<file path="src/design/crc16_frame_receive_checker_top_defines.svh">
// Assertion macros shared by the checker RTL.
// Each macro expects a clock named clk and an active-low reset named arst_n in scope.
`ifndef CRC16_FRAME_RECEIVE_CHECKER_TOP_DEFINES_SVH
`define CRC16_FRAME_RECEIVE_CHECKER_TOP_DEFINES_SVH

// Same-cycle implication: the consequent must hold whenever the antecedent does.
`define CRC16FR_ASSERT_IMPL(label, ante, cons, msg) \
	label: assert property (@(posedge clk) disable iff (!arst_n) (ante) |-> (cons)) \
		else $error(msg);

// Next-cycle implication: the consequent must hold in the cycle after the antecedent.
`define CRC16FR_ASSERT_NEXT(label, ante, cons, msg) \
	label: assert property (@(posedge clk) disable iff (!arst_n) (ante) |=> (cons)) \
		else $error(msg);

`endif

</file>
<file path="src/design/crc16fr_pkg.sv">
`timescale 1ns / 1ps

package crc16fr_pkg;

	localparam logic [15:0] CRC_POLY        = 16'h1021;
	localparam logic [15:0] MAX_PAYLOAD_RST = 16'd4090;

	// Byte position counter: saturates at its all-ones value.
	localparam int unsigned POS_W = 17;
	localparam logic [POS_W-1:0] POS_MAX       = '1;
	localparam logic [POS_W-1:0] HDR_BYTES     = 17'd4;
	localparam logic [POS_W-1:0] FRAME_OVERHEAD = 17'd6;

	typedef enum logic [2:0] {
		VERD_OK    = 3'd0,
		VERD_SHORT = 3'd1,
		VERD_LEN   = 3'd2,
		VERD_COUNT = 3'd3,
		VERD_CRC   = 3'd4
	} verdict_t;

	// Register index, taken from the word-address bit of paddr.
	typedef enum logic {
		REG_MAX_PAYLOAD = 1'b0
	} reg_index_t;

	// One byte of CRC-16/XMODEM, MSB first.
	function automatic logic [15:0] crc16_byte(input logic [15:0] crc, input logic [7:0] b);
		logic [15:0] c;
		c = crc ^ {b, 8'h00};
		for (int k = 0; k < 8; k++) begin
			c = c[15] ? ((c << 1) ^ CRC_POLY) : (c << 1);
		end
		return c;
	endfunction

endpackage

</file>
<file path="src/design/crc16fr_apb_regs.sv">
`timescale 1ns / 1ps

module crc16fr_apb_regs (
	input  logic        clk,
	input  logic        arst_n,
	input  logic        psel,
	input  logic        penable,
	input  logic        pwrite,
	input  logic [2:0]  paddr,
	input  logic [31:0] pwdata,
	output logic [31:0] prdata,
	output logic        pready,
	output logic [15:0] max_payload
);
	import crc16fr_pkg::*;

	reg_index_t  idx;
	logic        wr_en;
	logic [15:0] max_payload_q;

	assign idx    = reg_index_t'(paddr[2]);
	assign wr_en  = psel && penable && pwrite;
	assign pready = 1'b1;

	always_ff @(posedge clk or negedge arst_n) begin
		if (!arst_n) begin
			max_payload_q <= MAX_PAYLOAD_RST;
		end else if (wr_en && idx == REG_MAX_PAYLOAD) begin
			max_payload_q <= pwdata[15:0];
		end
	end

	always_comb begin
		unique case (idx)
			REG_MAX_PAYLOAD: prdata = {16'h0000, max_payload_q};
			default:         prdata = '0;
		endcase
	end

	assign max_payload = max_payload_q;

endmodule

</file>
<file path="src/design/crc16_frame_receive_checker_top.sv">
`timescale 1ns / 1ps
// A beat goes from the input stage into the result register, which drives out_valid.
// Throughput: one beat per cycle while not stalled; the byte-wide CRC update and the
// frame checks run in a single pass between the input stage and the result register.
// Reset: arst_n clears all frame state and valids and sets max_payload to 4090.

module crc16_frame_receive_checker_top (
	input  logic        clk,
	input  logic        arst_n,
	// Input channel
	input  logic        in_valid,
	output logic        in_stall,
	input  logic [7:0]  rx_byte,
	input  logic        end_of_transfer,
	// Result channel
	output logic        out_valid,
	input  logic        out_stall,
	output logic        is_verdict,
	output logic [7:0]  payload_byte,
	output logic [15:0] frame_command,
	output logic [15:0] frame_length,
	output logic [2:0]  verdict,
	// Configuration port
	input  logic        psel,
	input  logic        penable,
	input  logic        pwrite,
	input  logic [2:0]  paddr,
	input  logic [31:0] pwdata,
	output logic [31:0] prdata,
	output logic        pready
);
	import crc16fr_pkg::*;
	`include "crc16_frame_receive_checker_top_defines.svh"

	logic [15:0] max_payload;

	// The register block holds the payload length limit.
	crc16fr_apb_regs u_regs (
		.clk         (clk),
		.arst_n      (arst_n),
		.psel        (psel),
		.penable     (penable),
		.pwrite      (pwrite),
		.paddr       (paddr),
		.pwdata      (pwdata),
		.prdata      (prdata),
		.pready      (pready),
		.max_payload (max_payload)
	);

	// Input stage: one beat waits here until the result register can take it.
	logic        valid_s1;
	logic [7:0]  byte_s1;
	logic        eot_s1;

	// Frame state.
	logic [POS_W-1:0] pos_q;
	logic [15:0]      crc_q;
	logic [15:0]      cmd_q;
	logic [15:0]      len_q;
	logic [15:0]      rcrc_q;
	logic             len_err_q;

	// Result register.
	logic        out_valid_q;
	logic        is_verdict_q;
	logic [7:0]  payload_byte_q;
	logic [15:0] frame_command_q;
	logic [15:0] frame_length_q;
	verdict_t    verdict_q;

	// Next-state and result logic for the beat in the input stage.
	logic             in_hdr;
	logic             in_payload;
	logic [POS_W-1:0] count;
	logic [15:0]      crc_upd;
	logic [15:0]      cmd_n;
	logic [15:0]      len_n;
	logic [15:0]      crc_n;
	logic [15:0]      rcrc_n;
	logic             len_err_n;
	logic             short_frame;
	verdict_t         verdict_n;
	logic             has_result;
	logic             out_free;
	logic             advance;

	always_comb begin
		// The first four bytes are the header; the next len_q bytes are payload and
		// everything after that shifts into the received CRC.
		in_hdr     = pos_q < HDR_BYTES;
		in_payload = !in_hdr && (pos_q < ({1'b0, len_q} + HDR_BYTES));
		crc_upd    = crc16_byte(crc_q, byte_s1);

		cmd_n  = (pos_q[POS_W-1:1] == '0) ? {cmd_q[7:0], byte_s1} : cmd_q;
		len_n  = (in_hdr && pos_q[1]) ? {len_q[7:0], byte_s1} : len_q;
		crc_n  = (in_hdr || in_payload) ? crc_upd : crc_q;
		rcrc_n = (!in_hdr && !in_payload) ? {rcrc_q[7:0], byte_s1} : rcrc_q;

		// The length check is latched once the header completes, so a later
		// register write cannot change the verdict of this frame.
		len_err_n = (pos_q == HDR_BYTES - 17'd1) ? (len_n > max_payload) : len_err_q;

		count = (pos_q == POS_MAX) ? pos_q : pos_q + 17'd1;

		// Verdict precedence: short, length, count, CRC.
		short_frame = count < HDR_BYTES;
		if (short_frame) begin
			verdict_n = VERD_SHORT;
		end else if (len_err_n) begin
			verdict_n = VERD_LEN;
		end else if (count != ({1'b0, len_n} + FRAME_OVERHEAD)) begin
			verdict_n = VERD_COUNT;
		end else if (rcrc_n != crc_n) begin
			verdict_n = VERD_CRC;
		end else begin
			verdict_n = VERD_OK;
		end

		// The flagged beat always gives a verdict; other payload beats pass on
		// unless the frame length was refused.
		has_result = eot_s1 || (in_payload && !len_err_n);
	end

	// A beat that gives no result never waits for the result register.
	assign out_free = !out_valid_q || !out_stall;
	assign advance  = valid_s1 && (out_free || !has_result);
	assign in_stall = valid_s1 && !advance;

	always_ff @(posedge clk or negedge arst_n) begin
		if (!arst_n) begin
			valid_s1 <= 1'b0;
		end else if (!in_stall) begin
			valid_s1 <= in_valid;
		end
	end

	always_ff @(posedge clk) begin
		if (in_valid && !in_stall) begin
			byte_s1 <= rx_byte;
			eot_s1  <= end_of_transfer;
		end
	end

	// Frame state returns to zero after each verdict.
	always_ff @(posedge clk or negedge arst_n) begin
		if (!arst_n) begin
			pos_q     <= '0;
			crc_q     <= '0;
			cmd_q     <= '0;
			len_q     <= '0;
			rcrc_q    <= '0;
			len_err_q <= 1'b0;
		end else if (advance) begin
			if (eot_s1) begin
				pos_q     <= '0;
				crc_q     <= '0;
				cmd_q     <= '0;
				len_q     <= '0;
				rcrc_q    <= '0;
				len_err_q <= 1'b0;
			end else begin
				pos_q     <= count;
				crc_q     <= crc_n;
				cmd_q     <= cmd_n;
				len_q     <= len_n;
				rcrc_q    <= rcrc_n;
				len_err_q <= len_err_n;
			end
		end
	end

	always_ff @(posedge clk or negedge arst_n) begin
		if (!arst_n) begin
			out_valid_q <= 1'b0;
		end else if (out_free) begin
			out_valid_q <= advance && has_result;
		end
	end

	// In a short-frame verdict the header fields read as zero.
	always_ff @(posedge clk) begin
		if (out_free && advance && has_result) begin
			is_verdict_q    <= eot_s1;
			payload_byte_q  <= eot_s1 ? 8'h00 : byte_s1;
			frame_command_q <= (eot_s1 && short_frame) ? 16'h0000 : cmd_n;
			frame_length_q  <= (eot_s1 && short_frame) ? 16'h0000 : len_n;
			verdict_q       <= eot_s1 ? verdict_n : VERD_OK;
		end
	end

	assign out_valid     = out_valid_q;
	assign is_verdict    = is_verdict_q;
	assign payload_byte  = payload_byte_q;
	assign frame_command = frame_command_q;
	assign frame_length  = frame_length_q;
	assign verdict       = verdict_q;

	`CRC16FR_ASSERT_NEXT(a_pos_clears, advance && eot_s1, pos_q == '0,
		"byte position not cleared after a verdict")
	`CRC16FR_ASSERT_IMPL(a_verdict_no_byte, out_valid_q && is_verdict_q,
		payload_byte_q == 8'h00, "verdict beat carries a payload byte")
	`CRC16FR_ASSERT_IMPL(a_payload_ok, out_valid_q && !is_verdict_q,
		verdict_q == VERD_OK, "payload beat carries a verdict code")
	`CRC16FR_ASSERT_IMPL(a_short_no_hdr, out_valid_q && verdict_q == VERD_SHORT,
		frame_command_q == 16'h0000 && frame_length_q == 16'h0000,
		"short-frame verdict carries header fields")

endmodule

</file>
<file path="config.mk">
export PLATFORM = sky130hd
export DESIGN_NAME = crc16_frame_receive_checker_top
export DESIGN_NICKNAME = d
export VERILOG_FILES = /design/src/design/crc16fr_pkg.sv /design/src/design/crc16fr_apb_regs.sv /design/src/design/crc16_frame_receive_checker_top.sv
export VERILOG_INCLUDE_DIRS = /design/src /design/src/design
export SDC_FILE = /design/constraint.sdc
export NUM_CORES = 1
export LEC_CHECK = 0
export BUFFER_PORTS_ARGS = -buffer_cell sky130_fd_sc_hd__buf_2
export CAP_MARGIN = 10
export CORE_UTILIZATION = 25
export CTS_BUF_LIST = sky130_fd_sc_hd__clkbuf_16
export CTS_CLUSTER_SIZE = 25
export DETAILED_ROUTE_END_ITERATION = 16
export PLACE_DENSITY = 0.38
export SETUP_SLACK_MARGIN = 0.02
export SLEW_MARGIN = 40
export SYNTH_ARGS = -nofsm -noshare
export SYNTH_HDL_FRONTEND = slang
export SYNTH_SLANG_ARGS = --single-unit
</file>
<file path="constraint.sdc">
create_clock -name clk -period 10.6 [get_ports clk]
set_input_delay 2.12 -clock clk [delete_from_list [all_inputs] [get_ports clk]]
set_output_delay 2.12 -clock clk [all_outputs]
set_load 0.02 [all_outputs]
</file>
Yosys cells after proc, flatten, opt, wreduce, memory -nomap -nowiden
Index checks and enable logic that the tools add are counted.
{ "word_totals": {"elab_cells": 94, "out_inout_bits": 79, "ff_bits": 153} }
{ "classes": {"reduce_logical": 29, "bitwise": 11, "n_addsub": 3, "magnitude_cmp": 4, "mux": 25, "n_eq_ne": 4} }
{ "op_table": {"columns": ["cell", "n"], "rows": [
  ["$mux W16", 9],
  ["$mux W13", 8],
  ["$add A16 B3 Y17 const B", 2],
  ["$lt A17 B3 Y1 const B", 2],
  ["$mux W17", 2],
  ["$not A3 Y3", 8],
  ["$add A17 B1 Y17 const B", 1],
  ["$eq A17 B17 Y1 const B", 1],
  ["$eq A17 B2 Y1 const B", 1],
  ["$lt A17 B17 Y1", 1],
  ["$ne A17 B17 Y1", 1],
  ["$gt A16 B16 Y1", 1],
  ["$logic_not A16 Y1", 1],
  ["$ne A16 B16 Y1", 1],
  ["$xor A16 B16 Y16", 1],
  ["$logic_and A1 B1 Y1", 14],
  ["$logic_not A1 Y1", 8],
  ["$logic_or A1 B1 Y1", 4],
  ["$mux W2", 2],
  ["$reduce_or A4 Y1", 1],
  ["$mux W1", 3],
  ["$mux W3", 1],
  ["$not A1 Y1", 2],
  ["$reduce_or A2 Y1", 1]
]} }

Depth between registers and ports, before layout
{ "depth": {"depth_word": 23, "depth_mapped": 18} }

By module
A second synthesis with hierarchy kept.
{ "hier_totals": {"hier_cells": 1043, "area_unflattened_um2": 9741.8} }
{ "by_module_without_submodules": {"columns": ["mod", "area_per_inst_um2", "cells_each", "n_inst", "seq_area_each_um2"], "rows": [
  ["crc16_frame_receive_checker_top", 8829.7, 973, 1, 3693.5],
  ["crc16fr_apb_regs", 912.1, 70, 1, 412.9]
]} }

Worst setup path before layout
No wires, ideal clock.
{ "synth_path": {"kind": "register -> register", "start": "reg len_q[5]", "end": "reg frame_command_q[0] (netlist: frame_command[0]), enable pin", "t_arrival_ps": 4693, "synth_period_minus_slack_ps": 5153, "setup_slack_ps": 5447, "t_required_ps": 10140, "path_stages_with_launch": 16, "setup_time_ps": 460, "path_cell_list": "dfrtp_1 clkbuf_1 and3_1 and3_1 nand3_1 nor2_1 nand2_1 xor2_1 ha_1 a21o_1 a21oi_1 o211ai_1 a21oi_1 or2_2 nand2_1 a21oi_1"} }
{ "synth_via": {"elab_chain_len": 11, "elab_cells_between_ends": 14} }
{ "synth_lines": {"columns": ["item", "line", "rtl"], "rows": [
  ["start: declaration", "crc16_frame_receive_checker_top.sv:60", "logic [15:0] len_q;"],
  ["start signal: assignment", "crc16_frame_receive_checker_top.sv:166", "len_q <= len_n;"],
  ["parallel branches: the longest is 4 deep, another holds $add A16 B3 Y17", null, null],
  ["$logic_and A1 B1 Y1 *", "crc16_frame_receive_checker_top.sv:122", "has_result = eot_s1 || (in_payload && !len_err_n);"],
  ["$logic_or A1 B1 Y1 *", "crc16_frame_receive_checker_top.sv:122", null],
  ["$logic_not A1 Y1", "crc16_frame_receive_checker_top.sv:127", "assign advance = valid_s1 && (out_free || !has_result);"],
  ["$logic_or A1 B1 Y1", "crc16_frame_receive_checker_top.sv:127", null],
  ["$logic_and A1 B1 Y1", "crc16_frame_receive_checker_top.sv:127", null],
  ["$logic_and A1 B1 Y1", "crc16_frame_receive_checker_top.sv:183", "if (out_free && advance && has_result) begin"],
  ["$logic_and A1 B1 Y1 *", "crc16_frame_receive_checker_top.sv:183", null],
  ["end signal: assignment", "crc16_frame_receive_checker_top.sv:186", "frame_command_q <= (eot_s1 && short_frame) ? 16'h0000 : cmd_n;"],
  ["end: declaration", "crc16_frame_receive_checker_top.sv:68", "logic [15:0] frame_command_q;"]
]} }
Mark *: on every way between the ends.
A chain may end at the register's enable or synchronous reset.

Worst setup path in the final report
{ "layout_path": {"start": "reg len_q[4]", "end": "out in_stall"} }
{ "layout_via": {"elab_chain_len": 11, "elab_cells_between_ends": 14} }
{ "layout_lines": {"columns": ["item", "line", "rtl"], "rows": [
  ["parallel branches: the longest is 4 deep, another holds $add A16 B3 Y17", null, null],
  ["$logic_and A1 B1 Y1 *", "crc16_frame_receive_checker_top.sv:122", null],
  ["$logic_or A1 B1 Y1 *", "crc16_frame_receive_checker_top.sv:122", null],
  ["$logic_not A1 Y1 *", "crc16_frame_receive_checker_top.sv:127", null],
  ["$logic_or A1 B1 Y1 *", "crc16_frame_receive_checker_top.sv:127", null],
  ["$logic_and A1 B1 Y1 *", "crc16_frame_receive_checker_top.sv:127", null],
  ["$logic_not A1 Y1 *", "crc16_frame_receive_checker_top.sv:128", "assign in_stall = valid_s1 && !advance;"],
  ["$logic_and A1 B1 Y1 *", "crc16_frame_receive_checker_top.sv:128", null],
  ["end: declaration", "crc16_frame_receive_checker_top.sv:12", "output logic in_stall,"]
]} }
Marked as above.

==> qor.txt <==
status = finished, final reports clean
Clock Path Buffers = 2
Rel. slew slack = 45.0%
Worst Hold Class = register to register
P_int = 1.59 mW
async set-reset flop share out of synthesis = 65.4%
Tcrit/Tclk final = 58.9%
clock skew = 11.0 ps
post-route DRC violation count = 0
FILL cells = 4154
flops & latches, synth = 153
Final Hold Violating Endpoints = 0
worst path required time = 8480 ps
critical setup path kind = register to output port
most frequent cells after synthesis = 154 x nand2_1, 90 x dfrtp_1, 76 x clkbuf_1, 71 x xnor2_1, 65 x nor2_1
port bufs = 94
clock-pin slew on the worst setup and hold paths = 70 ps
Final Wtd Congestion = 0.829
fraction of layout cells with a size suffix above 1 = 16.2%
Die H = 200 microns
Ys Warns = 0
CP Cell Sequence = and3_1 > and3_1 > nand3_1 > nor2_1 > nand2_1 > xor2_1 > ha_1 > a21o_1 > a21oi_1 > o211ai_1 > a21oi_1 > or2_2 > nand4_1 > inv_1 > buf_2
synthesized area per cell = 9.10 sq um
Cell Area, Synth = 0.00985 sq mm
CTS Sinks = 153
worst setup margin = 4350 ps
worst vdd ir = 0.124 mV
routed wire length = 31300 microns
CTS tree = built
RSZ-0062 raised after global routing = no
initial antenna violation count = 0
Critical Path AT = 4130 ps
Final Setup Violations = 0
Slew @ Worst Pin = 825 ps
switch share = 44.6%
Via Count = 8060
clock share of power = 20.8%
Critical Path Start Type = register
gr ovfl total = 0
largest net degree at the start of global routing = 95
Main synth FF type = dfrtp_1
Pleak = 4.67 nW
Crit-path slowest cell = dfrtp_1
number of global-route vias before repair = 8072
nets@finish = 1207
Clk Latency, worst-skew pair = 450 ps
Logic pwr share = 44.4%
root buf cell = clkbuf_16
Seq pwr share = 34.8%
die area = 0.0402 sq mm
crit end category = output port
Peak Freq = 0.160 GHz
number of I/O pins = 130
n_diodes = 0
post-CTS setup buffers = 0
wire per inst = 18.9 microns
vias per inst = 4.87
Pwr Density = 254 mW/mm^2
Synth area leaders = dfrtp_1 23%, edfxtp_1 16%, xnor2_1 6.3%
Synth cell types = 67
Post-synth EDFFs = 53
worst stage delay on the critical path = 650 ps
Initial Util = 25.4%
Setup TNS Final = 0 ps
switching pwr = 1.28 mW
first-pass GRT wire length = 49400 microns
First DRT Iteration DRCs = 685
gr usage total = 16.1%
sequential-to-total area share from yosys stat = 41.7%
worst path bufs/invs = 2
max_cap viols = 0
CTS buffer count = 17
Place WS = 4860 ps
HPWL after DPL = 22200 microns
max-slew violations = 0
Crit Path Max Fanout = 11
Die Wd = 200 microns
1st-pass router iterations = 5
top-count cell post-synth = nand2_1
row count = 72
post-synth top area cell = dfrtp_1
Syn-to-layout area delta = 14.6%
Core Area = 0.0387 sq mm
H-Tree Depth = 4
Resized cells post-CTS = 0
ANT nets after route = 0
area share of the largest cell type after synthesis = 22.9%
minimum clock period = 6250 ps
CTS Hold Bufs = 0
delay-heaviest family, CP = simple AND/OR/NAND/NOR gates
Synth Instances = 1082
[worst register-to-register path, delay by kind of cell, from the launching register on]
kind / cells / cell delay [ps]
AND/OR/NAND/NOR: 5 / 2220
adder cells (fa/ha/maj): 1 / 300
AO/OA/AOI/OAI: 7 / 2080
buffers and inverters: 1 / 90
flip-flops: 1 / 560
[flip-flops by register name, indices dropped and copies added (netlist names), 3 cells and up]
signal              count
u_regs.max_payload     16
rcrc_q                 16
cmd_q                  16
frame_command          16
len_q                  16
crc_q                  16
verdict                 3
frame_length           16
pos_q                  17
payload_byte            8
byte_s1                 8
[final cells by class]
cell class | count | area (sq um) | share of cell area, %
clock buffer | 17 | 425 | 3.77
timing repair buffer | 108 | 601 | 5.32
clock inverter | 15 | 134 | 1.19
inverter | 41 | 154 | 1.36
sequential | 153 | 4110 | 36.4
multi-input combinational | 803 | 5220 | 46.2
tap | 518 | 648 | 5.74
[placed cells by master, fill, tap and decap left out, types with 6 or more instances in the layout]
master,count
nand2_1,153
edfxtp_1,53
nand3_1,34
buf_4,10
o31ai_1,38
o21ai_0,45
nor4_1,12
clkbuf_16,17
dfstp_2,10
inv_6,8
o221ai_1,7
nor3_1,13
conb_1,17
inv_1,41
nor2_1,64
nor2b_1,13
xnor2_1,71
nand4_1,25
mux2i_1,21
and3_1,26
o211ai_1,15
a22o_1,15
dfrtp_1,90
xor2_1,30
a21o_1,8
ha_1,32
and2_1,9
buf_2,93
mux2_2,18
a211oi_1,6
a21oi_1,58
[metrics by stage]
stage	cells	power, mW	cell area, sq um	hold slack, ps	util [%]
floorplan	1097	1.89	9900	424	-
detailed placement	1623	2.29	10700	473	27.7
finish	1655	2.87	11300	494	29.1
global route	1655	3.08	11300	503	29.1
global placement	1620	2.29	10700	467	27.6
CTS	1655	2.91	11300	493	29.1
[metal layers]
layer  routed length [microns]  part of all wire [%]  track usage (%)
met5                         0                     0                0
met1                     15000                    48             22.4
met2                     14800                    47             25.7
met3                       959                   3.1             2.16
met4                       525                   1.7             5.04
[cells by family (layout without fill, tap and decap cells)]
group	Yosys count	in the layout	synth area share, %
compound gates	224	224	15.1
xor+xnor	101	101	8.98
fa+ha+maj	33	33	4.17
buf+inv	141	181	6.23
flops	153	153	41.7
mux	41	41	4.65
other cells	2	17	0.0763
simple gates	387	387	19.1
[power groups by stage]
stage                     Sequential [mW]  Clock, mW  Combinational [mW]
final                               0.996      0.596                1.27
after global routing                 1.02      0.640                1.41
after CTS                           0.997      0.620                1.29
after detailed placement             1.01          0                1.28
after global placement               1.01          0                1.28
after floorplan                     0.966          0               0.925
[path summary, 6_finish.rpt]
| kind | startpoint | end | slack [ps] | depth (start not counted) |
|---|---|---|---|---|
| min | cmd_q[10]$_DFFE_PN0P_ | cmd_q[10]$_DFFE_PN0P_ | 490 | 2 |
| max in group asynchronous | arst_n | pos_q[16]$_DFFE_PN0P_ | 7850 | 2 |
| min reg2reg | cmd_q[10]$_DFFE_PN0P_ | cmd_q[10]$_DFFE_PN0P_ | 490 | 2 |
| max reg2reg | pos_q[5]$_DFFE_PN0P_ | verdict[2]$_SDFFCE_PP0P_ | 5100 | 14 |
| max | len_q[4]$_DFFE_PN0P_ | in_stall | 4350 | 15 |
| min in group asynchronous | arst_n | u_regs.max_payload[15]$_DFFE_PN0P_ | 1660 | 1 |
No activity file was read; power rests on OpenSTA's default activity.
